`src/hdl/quantized_matmul_u2_output_top_defines.svh`:
```
// ---------------------------------------------------------------------------
// Assertion macros for the 2-bit output matrix-multiply block
// Concurrent checks on clk_i with reset rst_ni; empty for synthesis.
// ---------------------------------------------------------------------------
`ifndef QUANTIZED_MATMUL_U2_OUTPUT_TOP_DEFINES_SVH
`define QUANTIZED_MATMUL_U2_OUTPUT_TOP_DEFINES_SVH

`ifndef SYNTHESIS
// Same-cycle implication.
`define QMU2_ASSERT_IMP(lbl, ante, cons, msg) \
  lbl: assert property (@(posedge clk_i) disable iff (!rst_ni) (ante) |-> (cons)) \
    else $error(msg);
// Next-cycle implication.
`define QMU2_ASSERT_NXT(lbl, ante, cons, msg) \
  lbl: assert property (@(posedge clk_i) disable iff (!rst_ni) (ante) |=> (cons)) \
    else $error(msg);
`else
`define QMU2_ASSERT_IMP(lbl, ante, cons, msg)
`define QMU2_ASSERT_NXT(lbl, ante, cons, msg)
`endif

`endif

```
`src/hdl/qmu2_ram.sv`:
```
// ---------------------------------------------------------------------------
// qmu2_ram
// Generic single-write, single-read RAM with a registered read port.
// ---------------------------------------------------------------------------
`default_nettype none

module qmu2_ram #(
  parameter int unsigned Width = 8,
  parameter int unsigned Depth = 64,
  localparam int unsigned AddrW = $clog2(Depth)
) (
  input  logic             clk_i,
  input  logic             we_i,
  input  logic [AddrW-1:0] waddr_i,
  input  logic [Width-1:0] wdata_i,
  input  logic             re_i,
  input  logic [AddrW-1:0] raddr_i,
  output logic [Width-1:0] rdata_o
);

  logic [Width-1:0] mem_q [Depth];
  logic [Width-1:0] rdata_q;

  // Write port and registered read port; read data holds while re_i is low.
  always_ff @(posedge clk_i) begin
    if (we_i) begin
      mem_q[waddr_i] <= wdata_i;
    end
    if (re_i) begin
      rdata_q <= mem_q[raddr_i];
    end
  end

  assign rdata_o = rdata_q;

endmodule

`default_nettype wire

```
`config.mk`:
```
export PLATFORM = sky130hd
export DESIGN_NAME = qmu2_ram
export DESIGN_NICKNAME = d
export VERILOG_FILES = /design/src/hdl/quantized_matmul_u2_output_top_defines.svh /design/src/hdl/qmu2_ram.sv
export SDC_FILE = /design/constraint.sdc
export NUM_CORES = 1
export LEC_CHECK = 0
export BUFFER_PORTS_ARGS = -buffer_cell sky130_fd_sc_hd__buf_2
export CORE_MARGIN = 1.5
export CORE_UTILIZATION = 65
export CTS_CLUSTER_DIAMETER = 50
export DETAILED_ROUTE_END_ITERATION = 6
export PLACE_DENSITY_LB_ADDON = 0.3
export SLEW_MARGIN = 20
export SYNTH_ARGS = -nofsm -noshare
export SYNTH_HDL_FRONTEND = slang
export SYNTH_SLANG_ARGS = --single-unit
```
`constraint.sdc`:
```
create_clock -name clk_i -period 6.33 [get_ports clk_i]
set_clock_uncertainty 0.05 [all_clocks]
set_input_delay 1.266 -clock clk_i [delete_from_list [all_inputs] [get_ports clk_i]]
set_output_delay 1.266 -clock clk_i [all_outputs]
set_load 0.02 [all_outputs]
```
==> run metrics <==
outcome finished clean; synthesized area per cell 21.5 um^2; Root Buffer clkbuf_16; Clk network pwr share 0.414; Detail Route Antenna Nets 0; Sw Pwr 1440 uW; Max-slew headroom 0.360; Starting Density 0.662; CP dominant cell by count mux4_2; setup violators final 0; Netlist cell types 39; Slew Viols, Final 0; clk sinks between 500 and 600; Worst-path clk slew 60 ps; die width 179 um; TNS Setup 0 ps; Congestion Overflow GR 0; Post-synth EDFFs 520; post-synth top area share 0.771; die height 179 um; initial antenna violation count 2; Leak between 0.006 and 0.007 uW; combinational power share 0.048; Switching Fraction 0.203; #FFs+latches synth 520; H-tree Lvls 2; core footprint 30600 um^2; CTS resizes 0; prevailing post-synth register cell edfxtp_1; gpl congestion 0.805; Final min period 3690 ps; # DRC 0; setup ws final 2640 ps; vias per cell approximately 6.8; CP Buf/Inv Count 2; Nets 1007; critical path launch point type input port; Hold WS roughly 860 ps; VDD IR max about 0.00031 V; max-cap viol count 0; period utilization 0.583; Seq/Total Area, Yosys 0.771; Non-Filler Instances between 1000 and 1500; hold_buf cts 0; Initial DRC Count 1408; area leader, netlist edfxtp_1; post-CTS setup buffers 0; DPL Wire Length ~24000 um; Slew @ Worst Pin 936 ps; I/O pin total 31; Die ar. 32200 um^2; P per Cell Area 318 nW/um^2; worst-skew pair later-pin latency 570 ps; most frequent cell after synthesis edfxtp_1; DRT Pass-1 Iters 6; CTS tree built; FMAX 0.271 GHz; Hold Vio Cnt, Final 0; Clock Path Buffers 3; Critical Path End Type register; Post-Syn Area 20200 um^2; internal power 5670 uW; first-pass GRT wire length 63200 um; GR Util All Layers 0.270; WL/cell 29.9 um; Crit path largest cell delay 640 ps; FP Rows 64; placed cell count 1327; required time worst endpoint about 6600 ps; most frequent cells after synthesis edfxtp_1, mux4_2, nor2_1; Synthesized Nets 963; worst hold path class register to register; synth top area cells edfxtp_1, mux4_2, nor2_1, mux2i_1, mux2_2; CP Data Arrival Time just under 4000 ps; Num CTS Buffers 50; number of global-route vias before repair 9742; Synth Warn # 0; share of cells above drive strength 1 0.249; vias 9725; WS Path Type input port to register; RSZ-0062 raised after global routing false; Placement Setup Slack 1960 ps; Reg power frac 0.538; critical path, cell by cell clkbuf_8, buf_4, mux4_2, mux4_2, nor2_1, nor3_1, o2bb2ai_1; WL final 42400 um; largest net degree at the start of global routing between 70 and 80; PortBufs 30; Slowest-stage cell, CP clkbuf_8; critical path's top delay family buffers and inverters; fraction of registers with async set/reset 0; critical path fanouts, max between 70 and 80; area grow syn2layout 10.4%; Mapped Cells 940
==> cells in the final DEF, fill, tap and decap left out, types with 3 or more instances in the layout <==
master and count:
o2bb2ai_1 3, mux2_2 13, mux4_2 126, edfxtp_1 520, buf_4 17, nor3_1 7
o2111ai_1 3, buf_2 23, a221oi_1 6, a22oi_1 3, nand2_1 19, a211oi_1 4
o221ai_1 8, a21oi_1 3, clkinv_2 9, mux2i_1 23, clkbuf_16 51, nor2_1 83
nor2b_1 14, nand2b_1 7, clkbuf_1 10, nand3_1 13, nand3b_1 3, o22ai_1 8
clkinv_1 12, bufinv_16 6
==> cell families after synthesis <==
group / after synthesis / share of synthesized area
buffers and inverters: 51 / 0.0156
DFF: 520 / 0.771
AOI/OAI and AO/OA: 54 / 0.0206
muxes: 162 / 0.159
and+or+nand+nor: 153 / 0.0337
==> worst reg2reg max path, cell delays in order, from the launching register on <==
cell	delay [ps]
edfxtp_1	370
mux4_2	460
nor2b_1	140
a2111oi_0	840
o41ai_1	150
==> power groups by stage <==
| stage | combinational, uW | clock [uW] | sequential [uW] |
|---|---|---|---|
| after floorplan | 203 | 0 | 3900 |
| after global placement | 331 | 0 | 3900 |
| after detailed placement | 338 | 0 | 3900 |
| after CTS | 341 | 2970 | 3830 |
| after global routing | 365 | 3110 | 3830 |
| final | 344 | 2940 | 3830 |
==> flip-flops by register name, indices dropped and copies added, names as in the netlist <==
signal	count
mem_q	512
rdata_o	8
==> metrics by stage <==
step                      total power [uW]  area, um^2  utilization
after detailed placement              4240       20700        0.676
after global routing                  7300       22400        0.731
after global placement                4230       20700        0.676
final                                 7110       22400        0.731
after CTS                             7140       22300        0.730
after floorplan                       4110       20200            -
==> final cells by class <==
cell class | instances | area (um^2)
diodes | 1 | 2.50
clock buffers | 61 | 1310
clock inverters | 32 | 313
fillers | 1707 | 8230
multi-input cells | 369 | 4320
flip-flops and latches | 520 | 15600
well taps | 396 | 495
repair buffers | 43 | 304
==> worst paths after layout <==
| path | startpoint | slack, ps | to | depth (start not counted) |
|---|---|---|---|---|
| hold reg to reg | mem_q[18][1] | 860 | rdata_o[1] | 4 |
| setup reg to reg | mem_q[2][5] | 4040 | rdata_o[5] | 4 |
| setup / recovery | raddr_i[0] | 2640 | rdata_o[1] | 7 |
| hold / removal | mem_q[18][1] | 860 | rdata_o[1] | 4 |
==> metal layers <==
layer,track usage,share of wire,vias to the layer above
li1,-,-,4028
met4,0.0890,0.028,2
met5,0,0.00031,-
met2,0.403,0.48,635
met3,0.0567,0.11,83
met1,0.411,0.39,4977
(Power assumes the default switching activity.)
