**src/hdl/quantized_matmul_u2_output_top_defines.svh**
```systemverilog
// ---------------------------------------------------------------------------
// Assertion macros for the 2-bit output matrix-multiply block
// Concurrent checks on clk_i with reset rst_ni; empty for synthesis.
// ---------------------------------------------------------------------------
`ifndef QUANTIZED_MATMUL_U2_OUTPUT_TOP_DEFINES_SVH
`define QUANTIZED_MATMUL_U2_OUTPUT_TOP_DEFINES_SVH

`ifndef SYNTHESIS
// Same-cycle implication.
`define QMU2_ASSERT_IMP(lbl, ante, cons, msg) \
  lbl: assert property (@(posedge clk_i) disable iff (!rst_ni) (ante) |-> (cons)) \
    else $error(msg);
// Next-cycle implication.
`define QMU2_ASSERT_NXT(lbl, ante, cons, msg) \
  lbl: assert property (@(posedge clk_i) disable iff (!rst_ni) (ante) |=> (cons)) \
    else $error(msg);
`else
`define QMU2_ASSERT_IMP(lbl, ante, cons, msg)
`define QMU2_ASSERT_NXT(lbl, ante, cons, msg)
`endif

`endif

```
**src/hdl/qmu2_pkg.sv**
```systemverilog
// ---------------------------------------------------------------------------
// qmu2_pkg
// Shared constants, codes and types of the 2-bit output matrix-multiply block.
// ---------------------------------------------------------------------------
`default_nettype none

package qmu2_pkg;

  // Channel table and group geometry.
  localparam int unsigned MaxChannels = 256;
  localparam int unsigned GroupSize   = 4;
  localparam int unsigned NumCols     = 2;
  localparam int unsigned NumLanes    = NumCols * GroupSize;
  localparam int unsigned ChanW       = 8;
  localparam int unsigned GrpW        = $clog2(GroupSize);
  localparam int unsigned BankDepth   = MaxChannels / GroupSize;
  localparam int unsigned BankAddrW   = $clog2(BankDepth);

  // Field widths.
  localparam int unsigned ActW     = 8;
  localparam int unsigned WgtW     = 8;
  localparam int unsigned BiasW    = 8;
  localparam int unsigned ScaleW   = 32;
  localparam int unsigned AccW     = 32;
  localparam int unsigned MultW    = 16;
  localparam int unsigned ShiftW   = 5;
  localparam int unsigned ResW     = 2;
  localparam int unsigned OutW     = GroupSize * ResW;
  localparam int unsigned CfgIdxW  = 2;
  localparam int unsigned CfgDataW = 16;
  localparam int unsigned MacW     = ActW + WgtW + 1;
  localparam int unsigned ProdW    = ScaleW + 1 + AccW;
  localparam int unsigned SumW     = ProdW + 1;

  localparam logic [ResW-1:0] ResMax = '1;

  // Register reset values.
  localparam logic [MultW-1:0]  MultReset  = MultW'(1);
  localparam logic [ShiftW-1:0] ShiftReset = '0;

  typedef enum logic {
    OpLoad = 1'b0,
    OpMac  = 1'b1
  } op_e;

  typedef enum logic [CfgIdxW-1:0] {
    CfgMult  = 2'd0,
    CfgShift = 2'd1,
    CfgRelu  = 2'd2,
    CfgBn    = 2'd3
  } cfg_idx_e;

  typedef enum logic [1:0] {
    StIdle,
    StAcc,
    StMul,
    StRes
  } state_e;

  typedef struct packed {
    logic [MultW-1:0]  mult;
    logic [ShiftW-1:0] shift;
    logic              relu;
    logic              bn;
  } cfg_t;

  typedef struct packed {
    logic acc_en;
    logic start;
    logic mul_en;
  } lane_ctrl_t;

endpackage

`default_nettype wire

```
**src/hdl/qmu2_lane.sv**
```systemverilog
// ---------------------------------------------------------------------------
// qmu2_lane
// One (column, channel) lane: accumulator, scale multiply and 2-bit requantize.
// ---------------------------------------------------------------------------
`default_nettype none

module qmu2_lane import qmu2_pkg::*; (
  input  logic                     clk_i,
  input  logic                     rst_ni,
  input  lane_ctrl_t               ctrl_i,
  input  cfg_t                     cfg_i,
  input  logic        [ActW-1:0]   act_i,
  input  logic signed [WgtW-1:0]   weight_i,
  input  logic signed [BiasW-1:0]  bias_i,
  input  logic signed [ScaleW-1:0] kappa_i,
  input  logic signed [ScaleW-1:0] lambda_i,
  output logic        [ResW-1:0]   res_o
);

  logic signed [MacW-1:0]   mac_prod;
  logic        [AccW-1:0]   acc_base;
  logic        [AccW-1:0]   acc_d, acc_q;
  logic signed [ScaleW:0]   scale;
  logic signed [ProdW-1:0]  prod_d, prod_q;
  logic signed [SumW-1:0]   offs;
  logic signed [SumW-1:0]   sum;
  logic signed [SumW-1:0]   shifted;
  logic                     use_bn;

  assign use_bn = cfg_i.relu && cfg_i.bn;

  // Multiply-accumulate; the first element of a group starts from the bias.
  assign mac_prod = $signed({1'b0, act_i}) * weight_i;
  assign acc_base = ctrl_i.start ? {{(AccW - BiasW){bias_i[BiasW-1]}}, bias_i} : acc_q;
  assign acc_d    = acc_base + {{(AccW - MacW){mac_prod[MacW-1]}}, mac_prod};

  always_ff @(posedge clk_i or negedge rst_ni) begin
    if (!rst_ni) begin
      acc_q <= '0;
    end else if (ctrl_i.acc_en) begin
      acc_q <= acc_d;
    end
  end

  // Scale factor of the selected requantize mode.
  always_comb begin
    if (use_bn) begin
      scale = {kappa_i[ScaleW-1], kappa_i};
    end else if (cfg_i.relu) begin
      scale = {{(ScaleW + 1 - MultW){1'b0}}, cfg_i.mult};
    end else begin
      scale = {{ScaleW{1'b0}}, 1'b1};
    end
  end

  // Exact product, registered before the offset add.
  assign prod_d = scale * $signed(acc_q);

  always_ff @(posedge clk_i) begin
    if (ctrl_i.mul_en) begin
      prod_q <= prod_d;
    end
  end

  // Offset, arithmetic shift and clip to the 2-bit range.
  assign offs    = use_bn ? {{(SumW - ScaleW){lambda_i[ScaleW-1]}}, lambda_i} : '0;
  assign sum     = $signed({prod_q[ProdW-1], prod_q}) + offs;
  assign shifted = sum >>> cfg_i.shift;

  always_comb begin
    if (shifted[SumW-1]) begin
      res_o = '0;
    end else if (|shifted[SumW-2:ResW]) begin
      res_o = ResMax;
    end else begin
      res_o = shifted[ResW-1:0];
    end
  end

endmodule

`default_nettype wire

```
**config.mk**
```make
export PLATFORM = sky130hd
export DESIGN_NAME = qmu2_lane
export DESIGN_NICKNAME = d
export VERILOG_FILES = /design/src/hdl/quantized_matmul_u2_output_top_defines.svh /design/src/hdl/qmu2_pkg.sv /design/src/hdl/qmu2_lane.sv
export SDC_FILE = /design/constraint.sdc
export NUM_CORES = 2
export LEC_CHECK = 0
export CAP_MARGIN = 30
export CORE_UTILIZATION = 47
export CTS_CLUSTER_DIAMETER = 150
export DETAILED_ROUTE_END_ITERATION = 6
export DONT_BUFFER_PORTS = 1
export PLACE_DENSITY = 0.73
export RECOVER_POWER = 100
export SETUP_SLACK_MARGIN = 0.2
export SLEW_MARGIN = 15
export SYNTH_ARGS = -nofsm -noshare
export SYNTH_HDL_FRONTEND = slang
export SYNTH_SLANG_ARGS = --single-unit
```
**constraint.sdc**
```tcl
create_clock -name clk_i -period 11.1 [get_ports clk_i]
set_input_delay 2.22 -clock clk_i [delete_from_list [all_inputs] [get_ports clk_i]]
set_output_delay 2.22 -clock clk_i [all_outputs]
set_load 0.1 [all_outputs]
```
==> flow_summary.toml <==
[floorplanning]
die_h_um = 331
placementRows = 120
die_w_um = 331
pin_count = 118
start_util = 0.474
core_um2 = 107000
dieArea_um2 = 109000

[final_layout]
fin_util = 0.492
final_cells = 6934
syn_to_final_growth_pct = 3.83
layout.nets = 7085
num-fill-cells = 9892
final_layout_size_suffix_gt1_frac = 0.0364
layout_commonest_cell = "fa_1"
layout_common_cells = "fa_1 (1129), inv_1 (1091), nand2_1 (664)"

[synthesis]
synth-simple-area-share = 0.177
synth_top_area_frac = 0.445
avgSynthCellArea_um2 = 8.90
synth_mux_area_frac = 0.0152
synth_cell_types = 93
ys_seq_area_frac = 0.0542
synth_fa_ha_area_frac = 0.525
synthTopCellsByArea = "fa_1 (45%), inv_1 (8.1%), ha_1 (8.0%)"
ys.flop_type = "edfxtp_1"
synth_seq_cells = 97
ys_warn_count = 0
synth_compound_area_frac = 0.101
syn-cell-area_um2 = 50800
synth.largest_area_cell = "fa_1"
synthCells = 5705
synth-edff-count = 65
synth-async-reset-ratio = 0.330
synth_nets = 7274
synth_xor_area_frac = 0.0243
synth_top_family_by_area = "adder cells"

[critical_path]
cpMaxStageDelayCell = "and3_1"
cp.arrival_ps = 10810
cp-endpoint = "prod_q[58]"
r2r-start = "acc_q[5]"
worstSetupEndpointType = "register"
startpoint = "cfg_i[0]"
cp_max_fo = 65
r2r-end = "prod_q[58]"
critical_path_class = "input port to register"
r2r.worst_path.cells = 28
path_common_cell = "fa_1"
cp-start-kind = "input port"
r2r_slack_ps = 1900
critical-path-max-stage-delay_ps = 590
worstPathRequired_ps = 11220

[grt]
grtUsageMet2 = 0.412
antenna_found_initial = 7
grt_pass1_vias = 41260
grt_first_pass_wirelength_mm = 227
grtUsageMet3 = 0.0565
gr-total-overflow = 0
top_usage_layer = "met2"
globalRouteMet1Util = 0.372
grt_max_degree = 91
gr-usage-all-layers = 0.267

[timing]
slew_headroom = 0.319
period_needed_ps = 10690
rsz0062_at_grt = "no"
fin_ws_ps = 414
fin_setup_tns_ps = 0
finalHoldViolations = 0
worstMarginPinSlew_ps = 995
min_period_over_period = 0.963
max_freq_ghz = 0.0936
setup_violations = 0
slew_viol_final = 0
fin_skew_ps = 23.1

[clock_network]
cts-root-buf = "clkbuf_16"
clk_pin_slew_worst_paths_ps = 80
clockBufferDepth = 2
cts_tree = "yes"
numClockSinks = 97
post_cts_buffers = 0
cts_buffers = 9
cts_hold_repair.buffers = 0
ctsHtreeMaxLevel = 3
worstSkewPairLatency_ps = 390
ctsResizeCount = 0

[placement]
place_congestion = 0.940
io_buffer_count = 0
hpwl_mm = 117
preCtsSetupSlack_ps = 96.4
post-place-cells = 6908

[detailed_routing]
vias = 39294
avgRoutedWirePerCell_um = 20.4
via_per_inst = 5.67
firstDrtPassIters = 5
drt_iter0_drc = 3179
drc_errors = 0
wl_mm = 142
ant_nets = 0

[hold_path]
whs_path_depth = 1
hp-class = "register to register"

[flow_run]
drv_cap = 0

[run_status]
status = "complete, no violations"
==> registers in the layout (all words and copies together), names as in the netlist <==
signal,flops
prod_q,65
acc_q,32
==> metrics by stage <==
stage	instance area, um2	hold WS [ps]
3_3_place_gp	52300	461
3_5_place_dp	52400	471
6_report	52700	485
2_1_floorplan	50800	542
5_1_grt	52700	512
4_1_cts	52700	489
==> critical path, delay by kind of cell <==
kind | cells | cell delay, ps
XOR/XNOR | 1 | 90
adder cells (fa/ha/maj) | 9 | 4260
AND/OR/NAND/NOR | 3 | 1120
AO/OA/AOI/OAI | 13 | 2650
buffers and inverters | 3 | 430
==> how the worst min path moves through the flow <==
stage                end  startpoint  slack [ps]
2_1_floorplan  acc_q[14]   acc_q[14]         540
6_report       acc_q[29]   acc_q[29]         480
4_1_cts        acc_q[29]   acc_q[29]         490
5_1_grt        acc_q[29]   acc_q[29]         510
3_5_place_dp   acc_q[29]   acc_q[29]         470
3_3_place_gp   acc_q[29]   acc_q[29]         460
==> synth_stat cells, types with 19 or more instances <==
cell type  number
a211oi_1       40
xnor2_1       104
nor2_1        198
a21oi_1       188
buf_1          19
o21a_1         24
and2_1        537
o21bai_1       32
and3_1         79
ha_1          324
nor4_1         19
o211ai_1       23
nor3_1         53
clkbuf_1      276
dfrtp_1        32
mux2i_1        42
nor2b_1        38
nand2_1       664
edfxtp_1       65
nand3_1        49
inv_1        1092
a31oi_1        27
fa_1         1129
nand2b_1       37
nand4_1        38
mux2_2         23
o21ai_0       154
xor2_1         37
a21o_1         95
==> layer usage <==
layer,vias to the layer above,part of all wire
met5,-,0.000092
met3,250,0.089
li1,17418,-
met4,2,0.034
met1,19916,0.43
met2,1708,0.45
==> area by class of cell <==
class / count / area, um2 / area share
multi-input cells: 4213 / 42800 / 0.813
inverters: 1093 / 4100 / 0.0778
flip-flops and latches: 97 / 2750 / 0.0522
well taps: 1403 / 1760 / 0.0333
repair buffers: 102 / 943 / 0.0179
clock buffers: 11 / 253 / 0.00479
clock inverters: 4 / 37.5 / 0.000712
diodes: 11 / 27.5 / 0.000522
==> cell families (layout without fill, tap and decap cells) <==
logic type,count (synthesis),in the layout
AND/OR/NAND/NOR,1783,1783
adder cells (fa/ha/maj),1453,1453
buffers and inverters,1395,1210
AO/OA/AOI/OAI,767,767
XOR/XNOR,141,141
flip-flops,97,97
multiplexers,69,69
other,0,11
Power is not shown: default switching activity piles up to over one toggle a cycle in this logic, so the estimate is an artifact.
