### src/hdl/quantized_matmul_u2_output_top_defines.svh
// ---------------------------------------------------------------------------
// Assertion macros for the 2-bit output matrix-multiply block
// Concurrent checks on clk_i with reset rst_ni; empty for synthesis.
// ---------------------------------------------------------------------------
`ifndef QUANTIZED_MATMUL_U2_OUTPUT_TOP_DEFINES_SVH
`define QUANTIZED_MATMUL_U2_OUTPUT_TOP_DEFINES_SVH

`ifndef SYNTHESIS
// Same-cycle implication.
`define QMU2_ASSERT_IMP(lbl, ante, cons, msg) \
  lbl: assert property (@(posedge clk_i) disable iff (!rst_ni) (ante) |-> (cons)) \
    else $error(msg);
// Next-cycle implication.
`define QMU2_ASSERT_NXT(lbl, ante, cons, msg) \
  lbl: assert property (@(posedge clk_i) disable iff (!rst_ni) (ante) |=> (cons)) \
    else $error(msg);
`else
`define QMU2_ASSERT_IMP(lbl, ante, cons, msg)
`define QMU2_ASSERT_NXT(lbl, ante, cons, msg)
`endif

`endif

### src/hdl/qmu2_pkg.sv
// ---------------------------------------------------------------------------
// qmu2_pkg
// Shared constants, codes and types of the 2-bit output matrix-multiply block.
// ---------------------------------------------------------------------------
`default_nettype none

package qmu2_pkg;

  // Channel table and group geometry.
  localparam int unsigned MaxChannels = 256;
  localparam int unsigned GroupSize   = 4;
  localparam int unsigned NumCols     = 2;
  localparam int unsigned NumLanes    = NumCols * GroupSize;
  localparam int unsigned ChanW       = 8;
  localparam int unsigned GrpW        = $clog2(GroupSize);
  localparam int unsigned BankDepth   = MaxChannels / GroupSize;
  localparam int unsigned BankAddrW   = $clog2(BankDepth);

  // Field widths.
  localparam int unsigned ActW     = 8;
  localparam int unsigned WgtW     = 8;
  localparam int unsigned BiasW    = 8;
  localparam int unsigned ScaleW   = 32;
  localparam int unsigned AccW     = 32;
  localparam int unsigned MultW    = 16;
  localparam int unsigned ShiftW   = 5;
  localparam int unsigned ResW     = 2;
  localparam int unsigned OutW     = GroupSize * ResW;
  localparam int unsigned CfgIdxW  = 2;
  localparam int unsigned CfgDataW = 16;
  localparam int unsigned MacW     = ActW + WgtW + 1;
  localparam int unsigned ProdW    = ScaleW + 1 + AccW;
  localparam int unsigned SumW     = ProdW + 1;

  localparam logic [ResW-1:0] ResMax = '1;

  // Register reset values.
  localparam logic [MultW-1:0]  MultReset  = MultW'(1);
  localparam logic [ShiftW-1:0] ShiftReset = '0;

  typedef enum logic {
    OpLoad = 1'b0,
    OpMac  = 1'b1
  } op_e;

  typedef enum logic [CfgIdxW-1:0] {
    CfgMult  = 2'd0,
    CfgShift = 2'd1,
    CfgRelu  = 2'd2,
    CfgBn    = 2'd3
  } cfg_idx_e;

  typedef enum logic [1:0] {
    StIdle,
    StAcc,
    StMul,
    StRes
  } state_e;

  typedef struct packed {
    logic [MultW-1:0]  mult;
    logic [ShiftW-1:0] shift;
    logic              relu;
    logic              bn;
  } cfg_t;

  typedef struct packed {
    logic acc_en;
    logic start;
    logic mul_en;
  } lane_ctrl_t;

endpackage

`default_nettype wire

### src/hdl/qmu2_merge.sv
// ---------------------------------------------------------------------------
// qmu2_merge
// Packs the eight lane results into two bytes and holds them for the consumer.
// ---------------------------------------------------------------------------
`default_nettype none

module qmu2_merge import qmu2_pkg::*; (
  input  logic                               clk_i,
  input  logic                               rst_ni,
  input  logic                               load_i,
  input  logic [NumLanes-1:0][ResW-1:0]      res_i,
  input  logic                               out_stall_i,
  output logic                               ready_o,
  output logic                               out_valid_o,
  output logic [OutW-1:0]                    out_a_o,
  output logic [OutW-1:0]                    out_b_o
);

  logic [NumCols-1:0][OutW-1:0] data_d, data_q;
  logic                         valid_d, valid_q;

  // Channel k of a column lands in bits 2k+1:2k of that column's byte.
  always_comb begin
    for (int c = 0; c < NumCols; c++) begin
      data_d[c] = res_i[c*GroupSize +: GroupSize];
    end
  end

  // The output register is free when empty or when its request leaves now.
  assign ready_o = !valid_q || !out_stall_i;

  always_comb begin
    valid_d = valid_q;
    if (load_i) begin
      valid_d = 1'b1;
    end else if (!out_stall_i) begin
      valid_d = 1'b0;
    end
  end

  always_ff @(posedge clk_i or negedge rst_ni) begin
    if (!rst_ni) begin
      valid_q <= 1'b0;
    end else begin
      valid_q <= valid_d;
    end
  end

  always_ff @(posedge clk_i) begin
    if (load_i) begin
      data_q <= data_d;
    end
  end

  assign out_valid_o = valid_q;
  assign out_a_o     = data_q[0];
  assign out_b_o     = data_q[1];

endmodule

`default_nettype wire

### config.mk
export PLATFORM = sky130hd
export DESIGN_NAME = qmu2_merge
export DESIGN_NICKNAME = d
export VERILOG_FILES = /design/src/hdl/quantized_matmul_u2_output_top_defines.svh /design/src/hdl/qmu2_pkg.sv /design/src/hdl/qmu2_merge.sv
export SDC_FILE = /design/constraint.sdc
export NUM_CORES = 1
export LEC_CHECK = 0
export BUFFER_PORTS_ARGS = -buffer_cell sky130_fd_sc_hd__buf_2
export CAP_MARGIN = 5
export CORE_UTILIZATION = 37
export CTS_CLUSTER_DIAMETER = 120
export DETAILED_ROUTE_END_ITERATION = 10
export GPL_ROUTABILITY_DRIVEN = 1
export PLACE_DENSITY = 0.84
export SYNTH_ARGS = -nofsm -noshare
export SYNTH_HDL_FRONTEND = slang
export SYNTH_SLANG_ARGS = --single-unit
### constraint.sdc
create_clock -name clk_i -period 0.8 [get_ports clk_i]
set_input_delay 0.12 -clock clk_i [delete_from_list [all_inputs] [get_ports clk_i]]
set_output_delay 0.12 -clock clk_i [all_outputs]
set_load 0.01 [all_outputs]
==> results of run 1 <==
## layer usage
| metal | track usage | routed length (um) |
|---|---|---|
| met1 | 0.102 | 315 |
| met2 | 0.167 | 478 |
| met3 | 0.0170 | 69 |
| met4 | 0.129 | 10 |
| met5 | 0 | 0 |
## worst max-delay path: stages, from the launching register on
cell     delay [ns]
dfrtp_1        0.40
nand2_1        0.07
buf_2          0.12
## layout make-up
cell class	count	area, um2	share of cell area
clock buffer	4	26.3	0.0322
timing repair buffer	44	255	0.312
multi-input combinational	2	11.3	0.0138
sequential	17	505	0.619
tap	15	18.8	0.0230
## what timing repair did
item,4_1_cts,5_1_grt
hold endpoints to repair,1,6
setup endpoints to repair,18,18
hold buffers,1,6
## through the flow
step / util / cells / setup TNS (ns) / hold WS (ns)
after floorplan: - / 19 / 0 / -0.176
after global placement: 0.554 / 71 / 0 / -0.105
after detailed placement: 0.554 / 71 / 0 / -0.104
after CTS: 0.582 / 76 / -2.20 / 0.00303
after global routing: 0.628 / 82 / -2.69 / 0.000802
final: 0.628 / 82 / -1.93 / 0.0154
## state kept, by name (all words and copies together), names as in the netlist
signal and count:
out_valid_o 1, out_a_o 8, out_b_o 8
## cells in the final DEF (no fill, tap or decap)
cell            n
dfrtp_1         1
a21o_1          1
clkbuf_1        1
clkbuf_4        3
buf_2          37
edfxtp_1       16
nand2_1         1
dlygate4sd3_1   7
## worst max path at each step
stage,to,startpoint,slack [ns],cells past startpoint
2_1_floorplan,out_valid_o,out_valid_o,0.12,1
3_3_place_gp,out_b_o[0],load_i,0.03,1
3_5_place_dp,out_a_o[1],load_i,0.02,1
4_1_cts,ready_o,out_valid_o,-0.18,2
5_1_grt,ready_o,out_valid_o,-0.23,2
6_report,ready_o,out_valid_o,-0.18,2
## kinds of logic after synthesis
family / count (synthesis)
DFF: 17
and+or+nand+nor: 1
AOI/OAI and AO/OA: 1
## power groups by stage
stage               Sequential (mW)  Clock (mW)  Combinational, mW
finish                         1.06       0.421              0.194
global placement               1.09           0              0.166
global route                   1.07       0.472              0.210
CTS                            1.07       0.438              0.172
detailed placement             1.09           0              0.169
floorplan                      1.13           0            0.00605
## Yosys cell counts
cell type / count
edfxtp_1: 16
a21o_1: 1
dfrtp_1: 1
nand2_1: 1
==> summary.md, run 1 <==
| Metric | Value |
|---|---|
| Run status | complete, but fails checks |
| Failing checks | setup timing |
| Tmin final | 0.978 ns |
| Clock power share | 0.251 |
| Setup ws final | -0.178 ns |
| Design area | 817 um2 |
| Mux cell area share after synthesis | 0 |
| Clock root cell | clkbuf_4 |
| Register area share after synthesis | 0.978 |
| Unrepaired setup endpoints after global routing | true |
| Antenna-violating nets left | 0 |
| Final setup viols | 18 |
| Initial Utilization | 0.397 |
| Mapped Avg Cell Area | between 20 and 30 um2 |
| Largest net degree at the start of global routing | 18 |
| Starting DRC count in detailed routing | 3 |
| Psw | between 0.3 and 0.4 mW |
| Critical path fanouts, max | 3 |
| DRT Wirelength | ~870 um |
| Layout area overhead | 58.1% |
| Vias | around 340 |
| Final Skew | 0 ns |
| Share of layout cells above drive strength 1 | 0.597 |
| Worst Tran Pin Value | around 0.34 ns |
| Slew HR | 0.771 |
| Core Area | 1300 um2 |
| Clock Latency Late Sink | 0.27 ns |
| Synth Area in Simple Gates | 0.00726 |
| Placed Area | between 700 and 800 um2 |
| Vias per cell | between 4 and 5 |
| CTS sink cnt | 17 |
| Hold path endpoint | out_a_o[2] |
| DIE AREA | ~1600 um2 |
| PostCTS Resize Cnt | 0 |
| Io pins | 38 |
| Final nets | 88 |
| Mapped Nets | 39 |
| Post-synthesis xor/xnor area fraction | 0 |
| Synth area leader | edfxtp_1 |
| Synth Area in Adders | 0 |
| Sequential power share | 0.634 |
| Unique cell type count in the Yosys netlist | 4 |
| R2r startpoint | out_valid_o |
| Row count | 13 |
| PwrDens | between 2000 and 2500 nW/um2 |
| Placer Congestion | between 0.6 and 0.7 |
| Initial antenna violation count | 0 |
| Main combinational cell family by area after synthesis | compound AO/OA/AOI/OAI gates |
| Layout fillers | roughly 110 |
| Max Cap Violations | 0 |
| Required time worst endpoint | 0.68 ns |
| Synth Area in Compound Gates | 0.0145 |
| Clock buffer depth | 2 |
| Total Routing Usage GR | 0.104 |
| P_leak | around 0.36 nW |
| Switching power share of the total | 0.200 |
| Die width | between 30 and 40 um |
| DR pass1 iterations | 3 |
| Antenna cells | 0 |
| First-pass GRT wire length | about 940 um |
| Final hold vios | 0 |
| Hold_sp | res_i[2] |
| Crit path launch type | flop |
| Pins Over Slew Limit | 0 |
| Peak supply drop | roughly 1.2 mV |
| WS Path Type | flop to primary output |
| PortBufs | 37 |
| Setup slack, reg-to-reg | 0.14 ns |
| Ys Warns | 0 |
| Post-CTS Setup Bufs | 0 |
| Combinational share of power | 0.115 |
| Synthesis-stage register bit count | 17 |
| Vias in the first global route | approximately 250 |
| CTS tree | built |
| H-tree levels | 1 |
| Num CTS Buffers | 3 |
| Total chip power | between 1.5 and 2 mW |
| Hold depth | 1 |
| Wirelength per Cell | approximately 11 um |
| DRC | 0 |
| Mapped cell area | roughly 520 um2 |
| Synthesized instance count | 19 |
| Largest cells by area after synthesis | edfxtp_1, dfrtp_1, a21o_1 |
| Dpl ws | ~0.024 ns |
| Worst R2R Path Depth | 1 |
| Peak Freq | between 1000 and 1500 MHz |
| DP HPWL | 587 um |
| Clock transition at the registers of the reported paths | ~0.09 ns |
| Reg2Reg Capture Point | out_valid_o |
| Grt ovf | 0 |
| Worst Hold Class | input port to flop |
| Critical path endpoint category | primary output |
| Die height | around 39 um |
| Top cell type's share of synthesized area | 0.930 |
| Internal Pwr Total | around 1.3 mW |
| Final period util | 1.22 |
| Worst path arrival time | ~0.86 ns |
No activity file was read; power rests on OpenSTA's default activity.
==> run 2: changes to the inputs <==
--- a/config.mk
+++ b/config.mk
@@ -5,9 +5,11 @@
 export SDC_FILE = /design/constraint.sdc
 export NUM_CORES = 1
 export LEC_CHECK = 0
-export BUFFER_PORTS_ARGS = -buffer_cell sky130_fd_sc_hd__buf_2
+export BUFFER_PORTS_ARGS = -buffer_cell sky130_fd_sc_hd__buf_4
 export CAP_MARGIN = 5
-export CORE_UTILIZATION = 37
+export CELL_PAD_IN_SITES_DETAIL_PLACEMENT = 1
+export CELL_PAD_IN_SITES_GLOBAL_PLACEMENT = 1
+export CORE_UTILIZATION = 29
 export CTS_CLUSTER_DIAMETER = 120
 export DETAILED_ROUTE_END_ITERATION = 10
 export GPL_ROUTABILITY_DRIVEN = 1
==> summary.md, run 2 (synthesis gave the netlist of run 1 again) <==
| Metric | Value |
|---|---|
| Run status | complete, but fails checks |
| Failing checks | setup timing |
| Switching power share of the total | 0.205 |
| Clock transition at the registers of the reported paths | ~0.09 ns |
| Worst path arrival time | 0.86 ns |
| Row count | 14 |
| Final nets | 87 |
| Design area | ~960 um2 |
| Critical path fanouts, max | 3 |
| Clock power share | 0.240 |
| Total Routing Usage GR | 0.115 |
| Io pins | 38 |
| First-pass GRT wire length | 1490 um |
| Die width | about 44 um |
| Vias per cell | around 4.3 |
| Worst Hold Class | input port to flop |
| Vias in the first global route | about 320 |
| Slowest cell on crit path | dfrtp_1 |
| Layout area overhead | 85.5% |
| P_leak | about 0.41 nW |
| Starting DRC count in detailed routing | 3 |
| Final setup viols | 18 |
| Internal Pwr Total | about 1.4 mW |
| Antenna-violating nets left | 0 |
| Worst Tran Pin Value | 0.216 ns |
| Slew HR | 0.856 |
| Clock buffer depth | 2 |
| Peak Freq | approximately 1000 MHz |
| Pins Over Slew Limit | 0 |
| Largest net degree at the start of global routing | 18 |
| Die height | around 44 um |
| Final period util | 1.22 |
| Critical path, cell by cell | nand2_1 -> buf_4 |
| Clock Latency Late Sink | 0.27 ns |
| Layout fillers | between 100 and 150 |
| Final Skew | 0 ns |
| Peak supply drop | between 1 and 1.5 mV |
| H-tree levels | 1 |
| Combinational share of power | 0.163 |
| CP max stage delay | 0.41 ns |
| Crit path launch type | flop |
| Antenna cells | 0 |
| Sequential power share | 0.597 |
| Unrepaired setup endpoints after global routing | true |
| Levels on crit path | 2 |
| Core Area | 1580 um2 |
| Register area | roughly 500 um2 |
| Wirelength per Cell | between 10 and 15 um |
| Placer Congestion | between 0.6 and 0.7 |
| DR pass1 iterations | 7 |
| Num CTS Buffers | 3 |
| Reg2Reg Capture Point | out_valid_o |
| Buffers and inverters on the worst path | 1 |
| Max Cap Violations | 0 |
| Fin cells | 82 |
| Initial Utilization | 0.328 |
| Multi-input gate area | 11.3 um2 |
| WS Path Type | flop to primary output |
| Required time worst endpoint | 0.68 ns |
| Vias | 355 |
| Worst setup endpoint | ready_o |
| Setup slack, reg-to-reg | roughly 0.020 ns |
| DRT Wirelength | around 1100 um |
| Final hold vios | 0 |
| Tmin final | around 0.98 ns |
| DIE AREA | approximately 2000 um2 |
| Setup ws final | -0.176 ns |
| R2r startpoint | out_valid_o |
| Placed Cells | slightly above 70 |
| Psw | between 0.3 and 0.4 mW |
| Grt ovf | 0 |
| Share of layout cells above drive strength 1 | 0.621 |
| DRC | 0 |
| Critical path startpoint | out_valid_o |
| CTS tree | built |
| Total chip power | roughly 1.8 mW |
| Most frequent cells in the layout | buf_4, edfxtp_1, buf_6 |
| Worst R2R Path Depth | 2 |
| Crit-path leading delay family | flip-flops |
| PortBufs | 37 |
| CTS sink cnt | 17 |
| PwrDens | about 1900 nW/um2 |
| Most common cell after layout, fill and taps aside | buf_4 |
| Clock root cell | clkbuf_4 |
| Final core occ | 0.608 |
| Placed Area | 815 um2 |
| Critical path endpoint category | primary output |
| Initial antenna violation count | 0 |
run 2: cell count changes in the layout (fill, tap and decap cells not counted), sizes merged:
cell	delta
buf	+1
dlygate4sd3	-2
run 2: layer usage:
layer  GRT usage  part of all wire  up-vias
met5           0                 0        -
li1            -                 -      168
met1       0.148              0.43      166
met4      0.0727                 0        0
met3      0.0245             0.061        0
met2       0.176              0.51       21
run 2: worst min path at each step:
| stage | from | endpoint | slack, ns | cells after the start |
|---|---|---|---|---|
| after floorplan | rst_ni | out_valid_o | -0.18 | 0 |
| after global placement | rst_ni | out_valid_o | -0.10 | 1 |
| after detailed placement | rst_ni | out_valid_o | -0.10 | 1 |
| after CTS | res_i[5] | out_a_o[5] | 0.007 | 1 |
| after global routing | res_i[13] | out_b_o[5] | 0.002 | 1 |
| final | res_i[13] | out_b_o[5] | 0.02 | 1 |
run 2: area by class of cell:
| cell class | count | share of cell area |
|---|---|---|
| clock buffer | 4 | 0.0274 |
| multi-input combinational | 2 | 0.0117 |
| sequential | 17 | 0.527 |
| tap | 16 | 0.0209 |
| timing repair buffer | 43 | 0.413 |
run 2: power by group through the flow:
stage | clock [mW] | sequential, mW | combinational (mW)
6_report | 0.435 | 1.08 | 0.296
5_1_grt | 0.480 | 1.09 | 0.312
4_1_cts | 0.448 | 1.08 | 0.255
3_5_place_dp | 0 | 1.09 | 0.236
3_3_place_gp | 0 | 1.09 | 0.232
2_1_floorplan | 0 | 1.13 | 0.00605
run 2: per-stage QoR:
step	setup WS (ns)	TNS (ns)	hold slack, ns
finish	-0.176	-2.28	0.0158
floorplan	0.124	0	-0.176
detailed placement	0.128	0	-0.100
CTS	-0.193	-2.49	0.00652
global route	-0.230	-2.86	0.00172
global placement	0.144	0	-0.104
run 2: timing repair:
item	in CTS	in global routing
hold buffers	1	4
pin swaps	0	0
endpoints found under the setup margin	18	18
endpoints found under the hold margin	1	4
setup buffers	0	1
resized for setup	7	9
